$ cat src/rls_pkg.sv
// Shared types and constants for the rain/light sensor wiper mode unit.
// Used by rls_light_enc, rls_wiper_ctrl and rain_light_sensor_wiper_mode_unit.
// No dependencies.
package rls_pkg;

  // Number of auto wiper sensitivity steps; the threshold is clamped to one less.
  localparam int THRESHOLD_MODES = 4;
  localparam int THR_W = (THRESHOLD_MODES > 1) ? $clog2(THRESHOLD_MODES) : 1;
  localparam logic [7:0] THR_MAX = 8'(THRESHOLD_MODES - 1);

  // Transaction kinds on the input channel.
  localparam logic CMD_DEMAND = 1'b0;
  localparam logic CMD_TICK   = 1'b1;

  // Configuration register indexes.
  localparam logic [1:0] REG_AUTO_LEVER = 2'd0;
  localparam logic [1:0] REG_IGN_ON     = 2'd1;
  localparam logic [1:0] REG_IGN_OFF    = 2'd2;

  // Configuration reset values.
  localparam logic [7:0] AUTO_LEVER_RST = 8'd2;
  localparam logic [7:0] IGN_ON_RST     = 8'd1;
  localparam logic [7:0] IGN_OFF_RST    = 8'd0;
  localparam logic [7:0] LEVER_OFF_CODE = 8'd0;

  // Demand thresholds in percent.
  localparam logic [6:0] PCT_MAX     = 7'd100;
  localparam logic [6:0] PCT_FAST    = 7'd80;
  localparam logic [6:0] PCT_SLOW    = 7'd40;
  localparam logic [6:0] PCT_INT_MIN = 7'd5;

  // Interval wipe timing in milliseconds.
  localparam logic [12:0] INTERVAL_BASE = 13'd8000;
  localparam logic [6:0]  INTERVAL_STEP = 7'd100;
  localparam logic [31:0] ONCE_WINDOW   = 32'd500;

  // Light level range limits.
  localparam logic [31:0] LVL_SAT  = 32'd127000;
  localparam logic [31:0] LVL_EXP3 = 32'd12700;
  localparam logic [31:0] LVL_EXP2 = 32'd1270;
  localparam logic [31:0] LVL_EXP1 = 32'd127;
  localparam logic [6:0]  MANT_SAT = 7'd127;

  // Reciprocal multipliers, exact over the range each divisor sees.
  localparam logic [17:0] DIV1000_MUL = 18'd134218;
  localparam int          DIV1000_SH  = 27;
  localparam logic [13:0] DIV100_MUL  = 14'd10486;
  localparam int          DIV100_SH   = 20;
  localparam logic [10:0] DIV10_MUL   = 11'd1639;
  localparam int          DIV10_SH    = 14;

  typedef enum logic [1:0] {
    MODE_OFF  = 2'd0,
    MODE_ONCE = 2'd1,
    MODE_SLOW = 2'd2,
    MODE_FAST = 2'd3
  } wmode_t;

  typedef enum logic [1:0] {
    DARK_OFF      = 2'd0,
    DARK_LIGHTS   = 2'd2,
    DARK_TOO_DARK = 2'd3
  } dark_t;

  typedef struct packed {
    logic              cmd;
    logic signed [7:0] wipe_percent;
    logic [31:0]       time_ms;
    logic [31:0]       ambient_level;
    logic              rain_close_in;
    logic [7:0]        lever_pos;
    logic [7:0]        ign_state;
    logic [7:0]        threshold_in;
    logic              windows_closed;
    logic              lights_on;
    logic              too_dark;
  } item_t;

  typedef struct packed {
    logic [7:0] auto_lever_code;
    logic [7:0] ign_on_code;
    logic [7:0] ign_off_code;
  } cfg_t;

  typedef struct packed {
    wmode_t wiper_mode;
    logic   rain_close_out;
  } ctrl_res_t;

endpackage

$ cat src/rain_light_sensor_wiper_mode_unit.sv
// Top level of the rain/light sensor wiper mode unit.
// Depends on rls_pkg, rls_light_enc and rls_wiper_ctrl.
//
// Usage:
// The input channel (in_*) carries two kinds of transaction. A demand
// (in_cmd = 0) sets the rain-driven wiper request from in_wipe_percent and
// produces no result. A tick (in_cmd = 1) runs the interval wipe timer,
// gates the wiper mode and close-windows request with the lever, ignition
// and windows values of the previous tick, encodes the ambient light level
// and produces exactly one result transaction on the out_* channel.
// The configuration channel (cfg_*) writes the lever and ignition codes by
// index; it is always ready. It is only to be written by the user while the
// unit is idle; the unit itself does not enforce this. An accepted
// transaction is held in the input register and a tick is then processed
// into the result register, from which its result is offered. Throughput is
// one transaction per cycle while the receiver does not stall, set by the
// single input register and single result register with all mode, timer
// and light logic in one combinational pass between them.
// If the receiver stalls, the result is held and the input register still
// drains demands; a tick waits in the input register, and in_ready falls
// only when both registers are occupied.
// Reset (rst_n low, synchronous) empties both registers, restores the
// configuration defaults and returns the wiper state to off.
module rain_light_sensor_wiper_mode_unit (
  input  logic              clk,
  input  logic              rst_n,
  // Input channel
  input  logic              in_valid,
  output logic              in_ready,
  input  logic              in_cmd,
  input  logic signed [7:0] in_wipe_percent,
  input  logic [31:0]       in_time_ms,
  input  logic [31:0]       in_ambient_level,
  input  logic              in_rain_close_in,
  input  logic [7:0]        in_lever_pos,
  input  logic [7:0]        in_ign_state,
  input  logic [7:0]        in_threshold_in,
  input  logic              in_windows_closed,
  input  logic              in_lights_on,
  input  logic              in_too_dark,
  // Result channel
  output logic              out_valid,
  input  logic              out_ready,
  output logic [1:0]        out_wiper_mode,
  output logic              out_rain_close_out,
  output logic [1:0]        out_light_exponent,
  output logic [6:0]        out_light_mantissa,
  output logic [1:0]        out_darkness_code,
  // Configuration channel
  input  logic              cfg_valid,
  output logic              cfg_ready,
  input  logic [1:0]        cfg_index,
  input  logic [7:0]        cfg_data
);
  import rls_pkg::*;

  // Configuration registers.
  cfg_t       cfg_r, cfg_nxt;

  // Input register stage.
  logic       s1_valid_r, s1_valid_nxt;
  item_t      item_r, item_nxt;

  // Result register stage.
  logic       out_valid_r, out_valid_nxt;
  logic [1:0] mode_out_r, mode_out_nxt;
  logic       close_out_r, close_out_nxt;
  logic [1:0] exp_out_r, exp_out_nxt;
  logic [6:0] mant_out_r, mant_out_nxt;
  logic [1:0] dark_out_r, dark_out_nxt;

  logic       in_take;
  logic       advance;
  logic       tick_done;
  ctrl_res_t  ctrl_res;
  logic [1:0] light_exp;
  logic [6:0] light_mant;
  dark_t      dark;

  // A demand leaves the input register at once; a tick needs a free
  // result register or one being drained this cycle.
  assign advance   = s1_valid_r && (item_r.cmd == CMD_DEMAND || !out_valid_r || out_ready);
  assign tick_done = advance && (item_r.cmd == CMD_TICK);
  assign in_ready  = !s1_valid_r || advance;
  assign in_take   = in_valid && in_ready;
  assign cfg_ready = 1'b1;

  rls_wiper_ctrl u_ctrl (
    .clk     (clk),
    .rst_n   (rst_n),
    .step_en (advance),
    .item    (item_r),
    .cfg     (cfg_r),
    .res     (ctrl_res)
  );

  rls_light_enc u_light (
    .level    (item_r.ambient_level),
    .exponent (light_exp),
    .mantissa (light_mant)
  );

  always_comb begin
    if (item_r.lights_on) begin
      dark = item_r.too_dark ? DARK_TOO_DARK : DARK_LIGHTS;
    end else begin
      dark = DARK_OFF;
    end
  end

  always_comb begin
    cfg_nxt = cfg_r;
    if (cfg_valid && cfg_ready) begin
      case (cfg_index)
        REG_AUTO_LEVER: cfg_nxt.auto_lever_code = cfg_data;
        REG_IGN_ON:     cfg_nxt.ign_on_code     = cfg_data;
        REG_IGN_OFF:    cfg_nxt.ign_off_code    = cfg_data;
        default:        cfg_nxt = cfg_r;
      endcase
    end

    item_nxt.cmd            = in_cmd;
    item_nxt.wipe_percent   = in_wipe_percent;
    item_nxt.time_ms        = in_time_ms;
    item_nxt.ambient_level  = in_ambient_level;
    item_nxt.rain_close_in  = in_rain_close_in;
    item_nxt.lever_pos      = in_lever_pos;
    item_nxt.ign_state      = in_ign_state;
    item_nxt.threshold_in   = in_threshold_in;
    item_nxt.windows_closed = in_windows_closed;
    item_nxt.lights_on      = in_lights_on;
    item_nxt.too_dark       = in_too_dark;
    if (!in_take) begin
      item_nxt = item_r;
    end

    if (in_take) begin
      s1_valid_nxt = 1'b1;
    end else if (advance) begin
      s1_valid_nxt = 1'b0;
    end else begin
      s1_valid_nxt = s1_valid_r;
    end

    mode_out_nxt  = mode_out_r;
    close_out_nxt = close_out_r;
    exp_out_nxt   = exp_out_r;
    mant_out_nxt  = mant_out_r;
    dark_out_nxt  = dark_out_r;
    if (tick_done) begin
      out_valid_nxt = 1'b1;
      mode_out_nxt  = ctrl_res.wiper_mode;
      close_out_nxt = ctrl_res.rain_close_out;
      exp_out_nxt   = light_exp;
      mant_out_nxt  = light_mant;
      dark_out_nxt  = dark;
    end else if (out_ready) begin
      out_valid_nxt = 1'b0;
    end else begin
      out_valid_nxt = out_valid_r;
    end
  end

  always_ff @(posedge clk) begin
    if (!rst_n) begin
      cfg_r.auto_lever_code <= AUTO_LEVER_RST;
      cfg_r.ign_on_code     <= IGN_ON_RST;
      cfg_r.ign_off_code    <= IGN_OFF_RST;
      s1_valid_r            <= 1'b0;
      out_valid_r           <= 1'b0;
    end else begin
      cfg_r       <= cfg_nxt;
      s1_valid_r  <= s1_valid_nxt;
      out_valid_r <= out_valid_nxt;
    end
  end

  // Payload registers need no reset.
  always_ff @(posedge clk) begin
    item_r      <= item_nxt;
    mode_out_r  <= mode_out_nxt;
    close_out_r <= close_out_nxt;
    exp_out_r   <= exp_out_nxt;
    mant_out_r  <= mant_out_nxt;
    dark_out_r  <= dark_out_nxt;
  end

  assign out_valid          = out_valid_r;
  assign out_wiper_mode     = mode_out_r;
  assign out_rain_close_out = close_out_r;
  assign out_light_exponent = exp_out_r;
  assign out_light_mantissa = mant_out_r;
  assign out_darkness_code  = dark_out_r;

`ifndef SYNTHESIS
  // With the result register empty, the unit must always take new work.
  a_ready_when_empty: assert property (@(posedge clk) disable iff (!rst_n)
    !out_valid_r |-> in_ready)
    else $error("in_ready low while the result register is empty");

  // Every tick leaving the input register shows up as a result.
  a_tick_gives_result: assert property (@(posedge clk) disable iff (!rst_n)
    tick_done |=> out_valid_r)
    else $error("tick transaction did not produce a result");

  // A nonzero exponent means the level exceeded 127, so the mantissa is at least 12.
  a_mantissa_normalized: assert property (@(posedge clk) disable iff (!rst_n)
    (out_valid_r && out_light_exponent != 2'd0) |-> (out_light_mantissa >= 7'd12))
    else $error("light mantissa not normalized for nonzero exponent");
`endif

endmodule

$ cat src/rls_light_enc.sv
// Ambient light encoder: decimal exponent and saturated 7-bit mantissa.
// Depends on rls_pkg.
module rls_light_enc (
  input  logic [31:0] level,
  output logic [1:0]  exponent,
  output logic [6:0]  mantissa
);
  import rls_pkg::*;

  logic [34:0] prod3;
  logic [27:0] prod2;
  logic [21:0] prod1;

  // Each quotient is only used where the level is known to fit the product.
  assign prod3 = 35'(level[16:0]) * 35'(DIV1000_MUL);
  assign prod2 = 28'(level[13:0]) * 28'(DIV100_MUL);
  assign prod1 = 22'(level[10:0]) * 22'(DIV10_MUL);

  always_comb begin
    if (level > LVL_SAT) begin
      exponent = 2'd3;
      mantissa = MANT_SAT;
    end else if (level > LVL_EXP3) begin
      exponent = 2'd3;
      mantissa = prod3[DIV1000_SH +: 7];
    end else if (level > LVL_EXP2) begin
      exponent = 2'd2;
      mantissa = prod2[DIV100_SH +: 7];
    end else if (level > LVL_EXP1) begin
      exponent = 2'd1;
      mantissa = prod1[DIV10_SH +: 7];
    end else begin
      exponent = 2'd0;
      mantissa = level[6:0];
    end
  end

endmodule

$ cat src/rls_wiper_ctrl.sv
// Wiper mode state: demand decoding, interval timer, lever/ignition gating.
// Depends on rls_pkg.
module rls_wiper_ctrl (
  input  logic              clk,
  input  logic              rst_n,
  input  logic              step_en,
  input  rls_pkg::item_t    item,
  input  rls_pkg::cfg_t     cfg,
  output rls_pkg::ctrl_res_t res
);
  import rls_pkg::*;

  wmode_t            mode_r, mode_nxt;
  logic [12:0]       period_r, period_nxt;
  logic [31:0]       start_r, start_nxt;
  logic              running_r, running_nxt;
  logic [7:0]        last_lever_r, last_lever_nxt;
  logic [7:0]        last_ign_r, last_ign_nxt;
  logic [THR_W-1:0]  last_thr_r, last_thr_nxt;
  logic              last_wc_r, last_wc_nxt;

  logic [6:0]        pct;
  logic [5:0]        pct_x15;
  logic [12:0]       demand_period;
  logic [31:0]       start_eff;
  logic [31:0]       elapsed;
  logic [31:0]       deadline;
  wmode_t            mode_tick;
  wmode_t            out_mode;
  logic [THR_W-1:0]  thr;
  logic              close_req;

  always_comb begin
    // Clamp the signed demand to 0..100.
    if (item.wipe_percent[7]) begin
      pct = 7'd0;
    end else if (item.wipe_percent[6:0] > PCT_MAX) begin
      pct = PCT_MAX;
    end else begin
      pct = item.wipe_percent[6:0];
    end
    // percent * 15 / 10 is floor(1.5 * percent); only used for 5..40.
    pct_x15 = 6'(pct) + 6'(pct >> 1);
    demand_period = INTERVAL_BASE - 13'(pct_x15) * 13'(INTERVAL_STEP);

    // Interval timer restarts at the tick time when it is not running.
    start_eff = running_r ? start_r : item.time_ms;
    elapsed   = item.time_ms - start_eff;
    deadline  = start_eff + 32'(period_r);

    mode_tick   = mode_r;
    start_nxt   = start_r;
    running_nxt = running_r;
    if (period_r != 13'd0) begin
      start_nxt   = start_eff;
      running_nxt = !(item.time_ms > deadline);
      mode_tick   = (elapsed < ONCE_WINDOW) ? MODE_ONCE : MODE_OFF;
    end
    // Lever out of auto or ignition off on the previous tick clears the mode.
    if (last_lever_r != cfg.auto_lever_code || last_ign_r != cfg.ign_on_code) begin
      mode_tick = MODE_OFF;
    end

    close_req = item.rain_close_in && (last_ign_r == cfg.ign_off_code) && !last_wc_r;

    thr = (item.threshold_in > THR_MAX) ? THR_W'(THR_MAX) : THR_W'(item.threshold_in);

    // A lever or sensitivity change in auto with the wiper idle wipes once.
    out_mode = mode_tick;
    if ((item.lever_pos != last_lever_r || thr != last_thr_r) &&
        item.lever_pos == cfg.auto_lever_code && item.ign_state == cfg.ign_on_code &&
        mode_tick == MODE_OFF) begin
      out_mode = MODE_ONCE;
    end

    mode_nxt       = mode_r;
    period_nxt     = period_r;
    last_lever_nxt = last_lever_r;
    last_ign_nxt   = last_ign_r;
    last_thr_nxt   = last_thr_r;
    last_wc_nxt    = last_wc_r;
    if (step_en) begin
      if (item.cmd == CMD_DEMAND) begin
        period_nxt = 13'd0;
        start_nxt   = start_r;
        running_nxt = running_r;
        if (pct > PCT_FAST) begin
          mode_nxt = MODE_FAST;
        end else if (pct > PCT_SLOW) begin
          mode_nxt = MODE_SLOW;
        end else if (pct >= PCT_INT_MIN) begin
          period_nxt = demand_period;
        end else begin
          mode_nxt = MODE_OFF;
        end
      end else begin
        mode_nxt       = mode_tick;
        last_lever_nxt = item.lever_pos;
        last_ign_nxt   = item.ign_state;
        last_thr_nxt   = thr;
        last_wc_nxt    = item.windows_closed;
      end
    end else begin
      start_nxt   = start_r;
      running_nxt = running_r;
    end

    res.wiper_mode     = out_mode;
    res.rain_close_out = close_req;
  end

  always_ff @(posedge clk) begin
    if (!rst_n) begin
      mode_r       <= MODE_OFF;
      period_r     <= 13'd0;
      start_r      <= 32'd0;
      running_r    <= 1'b0;
      last_lever_r <= LEVER_OFF_CODE;
      last_ign_r   <= IGN_ON_RST;
      last_thr_r   <= '0;
      last_wc_r    <= 1'b0;
    end else begin
      mode_r       <= mode_nxt;
      period_r     <= period_nxt;
      start_r      <= start_nxt;
      running_r    <= running_nxt;
      last_lever_r <= last_lever_nxt;
      last_ign_r   <= last_ign_nxt;
      last_thr_r   <= last_thr_nxt;
      last_wc_r    <= last_wc_nxt;
    end
  end

endmodule
$ cat config.mk
export PLATFORM = sky130hd
export DESIGN_NAME = rain_light_sensor_wiper_mode_unit
export DESIGN_NICKNAME = d
export VERILOG_FILES = /design/src/rls_pkg.sv /design/src/rain_light_sensor_wiper_mode_unit.sv /design/src/rls_light_enc.sv /design/src/rls_wiper_ctrl.sv
export SDC_FILE = /design/constraint.sdc
export NUM_CORES = 1
export LEC_CHECK = 0
export BUFFER_PORTS_ARGS = -buffer_cell sky130_fd_sc_hd__buf_2
export CAP_MARGIN = 40
export CORE_ASPECT_RATIO = 2
export CORE_MARGIN = 4
export CORE_UTILIZATION = 45
export DETAILED_ROUTE_END_ITERATION = 6
export PLACE_DENSITY = 0.72
export SLEW_MARGIN = 20
export SYNTH_ARGS = -nofsm -noshare
export SYNTH_HDL_FRONTEND = slang
export SYNTH_HIERARCHICAL = 1
export SYNTH_SLANG_ARGS = --single-unit
$ cat constraint.sdc
create_clock -name clk -period 5.2 [get_ports clk]
set_input_delay 0.26 -clock clk [delete_from_list [all_inputs] [get_ports clk]]
set_output_delay 0.26 -clock clk [all_outputs]
set_load 0.01 [all_outputs]
==> impl_metrics.toml <==
[critical_path]
endpoint_kind = "flop"
critPathKind = "flop to flop"
cpPeakStageDelay_ps = 540
cp_slowest_cell = "fa_1"
startpoint_type = "flop"
crit_chain = "buf_6 -> buf_4 -> ha_4 -> ha_4 -> ha_4 -> inv_1 -> fa_1 -> inv_1 -> fa_1 -> inv_2 -> fa_1 -> inv_2 -> ha_4 -> and4_1 -> nand4_1 -> or2_4 -> o2111ai_4 -> a41oi_2 -> mux2_4 -> o211a_1"
worstPathArrival_ps = 5440
cp.required_ps = 5470
r2r_slack_ps = 30
path_max_fanout = 5
cpMostUsedCell = "ha_4"

[timing]
max_freq_mhz = 193.4
timing.final.crit_period_ps = 5172
setup_viol = 0
tightestPinTransition_ps = 911.7
slew_headroom = 0.3842
drv_slew = 0
skew_ps = 10.04
rsz0062_at_grt = "yes"
fin_crit_sh = 0.9946
fin_ws_ps = 28.17
timing.final.hold_violations = 0

[clocking]
cts_max_path_buffers = 3
cts-root-buf = "clkbuf_16"
h-tree-depth = 1
clk_latency_ps = 510
cts_tree = "done"
numClockSinks = 206
clkTransAtPathRegs_ps = 80
cts_made_buffers = 19

[synthesis]
synth.distinct_cells = 101
yosysWarnings = 6
synth_edf_count = 115
ys_ff_latch = 206
syn-cell-area_sq_mm = 0.02156
yosys.area_share.simple = 0.1125
synth_top_family_by_area = "adder cells"
synth_ff_type = "edfxtp_1"
synth_adder_area_share = 0.3628
ys_seq_area_frac = 0.2447
synthArstFlopShare = 0
synth_compound_area_frac = 0.1292
synth.area.mux_share = 0.02745
synthesis.nets = 2861
avgSynthCellArea_sq_um = 9.791
syn_inst = 2202
synth_xor_area_frac = 0.05449

[layout]
num_antenna_cells = 0
finalInstanceArea_sq_mm = 0.02664
multi_input_area_sq_mm = 0.01552
fin_nets = 3259
seq_area_sq_mm = 0.005276
fill_cells = 4116
area_delta_synth_final_pct = 23.56
final_common_cell = "ha_1"
drive_above_1_share = 0.1903
layout_common_cells = "367 x ha_1, 319 x inv_1, 172 x buf_4, 158 x nand2_1, 132 x fa_1"

[pwr]
cellPowerDensity_mw_per_mm2 = 343.6
ir_drop_uv = 305.4
leakagePower_uw = 0.01251

[placement]
dp_hpwl_mm = 56.99
postPlaceCellArea_sq_mm = 0.02420
place_ws_ps = -125.1
place.gp.congestion = 0.9682
io_buffers = 131

[worst_hold_path]
hold_path_class = "primary input to flop"

[global_routing]
grt_max_degree = 66
grt_pass1_wl_mm = 106.4
overflow = 0
antenna_found_initial = 1
grt_pass1_vias = 20020
grt.total_usage = 0.2643

[route]
drc = 0
wire_per_inst_um = 21.58
wl_mm = 70.00
vias = 18290
dr.pass1.iters = 5
ant_nets = 0
via_per_inst = 5.638
drtIter0Drc = 878

[floorplanning]
core_sq_mm = 0.04751
die_x_um = 162.8
die_h_um = 317.6
dieArea_sq_mm = 0.05169
initial_core_util = 0.4539
pin_count = 133
rows = 113

[job]
drv_cap = 0

[status]
outcome = "completed"
==> area by class of cell <==
type / instances / share of cell area
sequential: 206 / 0.1981
tap: 632 / 0.02968
clock inverter: 8 / 0.002067
multi-input combinational: 1614 / 0.5828
inverter: 338 / 0.04781
timing repair buffer: 421 / 0.1193
clock buffer: 25 / 0.02024
==> critical path, delay by kind of cell (launching register included) <==
family / cells / cell delay (ps)
flip-flops: 1 / 490
multiplexers: 1 / 340
adder cells (fa/ha/maj): 7 / 2460
AO/OA/AOI/OAI: 3 / 540
AND/OR/NAND/NOR: 3 / 600
buffers and inverters: 6 / 510
==> cells by family (layout without fill, tap and decap cells) <==
kind of cell | after synthesis | after routing
adder cells (fa/ha/maj) | 543 | 543
AND/OR/NAND/NOR | 481 | 481
AO/OA/AOI/OAI | 399 | 399
buffers and inverters | 382 | 792
flip-flops | 206 | 206
XOR/XNOR | 131 | 131
multiplexers | 59 | 59
other | 1 | 1
==> worst paths after layout <==
path                   startpoint               endpoint  depth (start not counted)
max                    item_r[34]  out_light_mantissa[5]                         20
min reg2reg      u_ctrl/mode_r[1]       u_ctrl/mode_r[1]                          2
min          in_ambient_level[12]             item_r[40]                          1
max reg2reg            item_r[34]  out_light_mantissa[5]                         20
==> per-stage QoR <==
step | TNS, ps | cells | hold WS, ps | total power (uW) | util
floorplan | -164.2 | 2202 | 331.8 | 5299 | -
global placement | -219.7 | 3083 | 420.1 | 6986 | 0.5088
detailed placement | -580.2 | 3086 | 438.2 | 7158 | 0.5094
CTS | -75.58 | 3223 | 1.675 | 8701 | 0.5445
global route | -439.8 | 3244 | 20.19 | 9893 | 0.5608
finish | 0 | 3244 | 14.90 | 9154 | 0.5608
==> state kept, by name, summed over array words and instances (netlist names) <==
name	count
u_ctrl/running_r	1
out_valid	1
u_ctrl/last_thr_r	2
s1_valid_r	1
u_ctrl/last_ign_r	8
u_ctrl/period_r	11
out_darkness_code	2
out_light_mantissa	7
u_ctrl/start_r	32
u_ctrl/last_wc_r	1
cfg_r	24
u_ctrl/last_lever_r	8
out_light_exponent	2
out_wiper_mode	2
item_r	101
out_rain_close_out	1
u_ctrl/mode_r	2
==> Yosys cell counts, types with 55 or more instances <==
cell,count,area [sq um]
nor2_1,99,371.6
ha_1,406,5080
o21ai_0,55,275.3
dfxtp_1,91,1822
xnor2_1,59,516.8
nand2_1,159,596.8
a21oi_1,98,490.5
fa_1,137,2743
edfxtp_1,115,3453
xor2_1,70,613.1
inv_1,337,1265
mux2i_1,58,580.6
==> metal layers <==
metal / vias to the layer above / GRT usage / part of all wire
met2: 605 / 0.5238 / 0.56
li1: 8498 / - / -
met3: 335 / 0.02190 / 0.032
met4: 2 / 0.2257 / 0.11
met5: - / 0 / 0.00019
met1: 8850 / 0.2263 / 0.30
==> power breakdown <==
| part | switching [uW] | internal [uW] | total [uW] | leakage (uW) |
|---|---|---|---|---|
| logic | 3210 | 2650 | 5860 | 0.0104 |
| registers | 76.6 | 1810 | 1890 | 0.00186 |
| clock network | 662 | 740 | 1400 | 0.000287 |
| total | 3950 | 5200 | 9150 | 0.0125 |
==> repair_timing <==
item	CTS	global route
endpoints found under the setup margin	7	10
hold endpoints to repair	99	1
pin swaps	6	43
cloned	0	0
hold buffers	99	1
resized for setup	15	109
setup buffers	5	20
(Power assumes the default switching activity.)
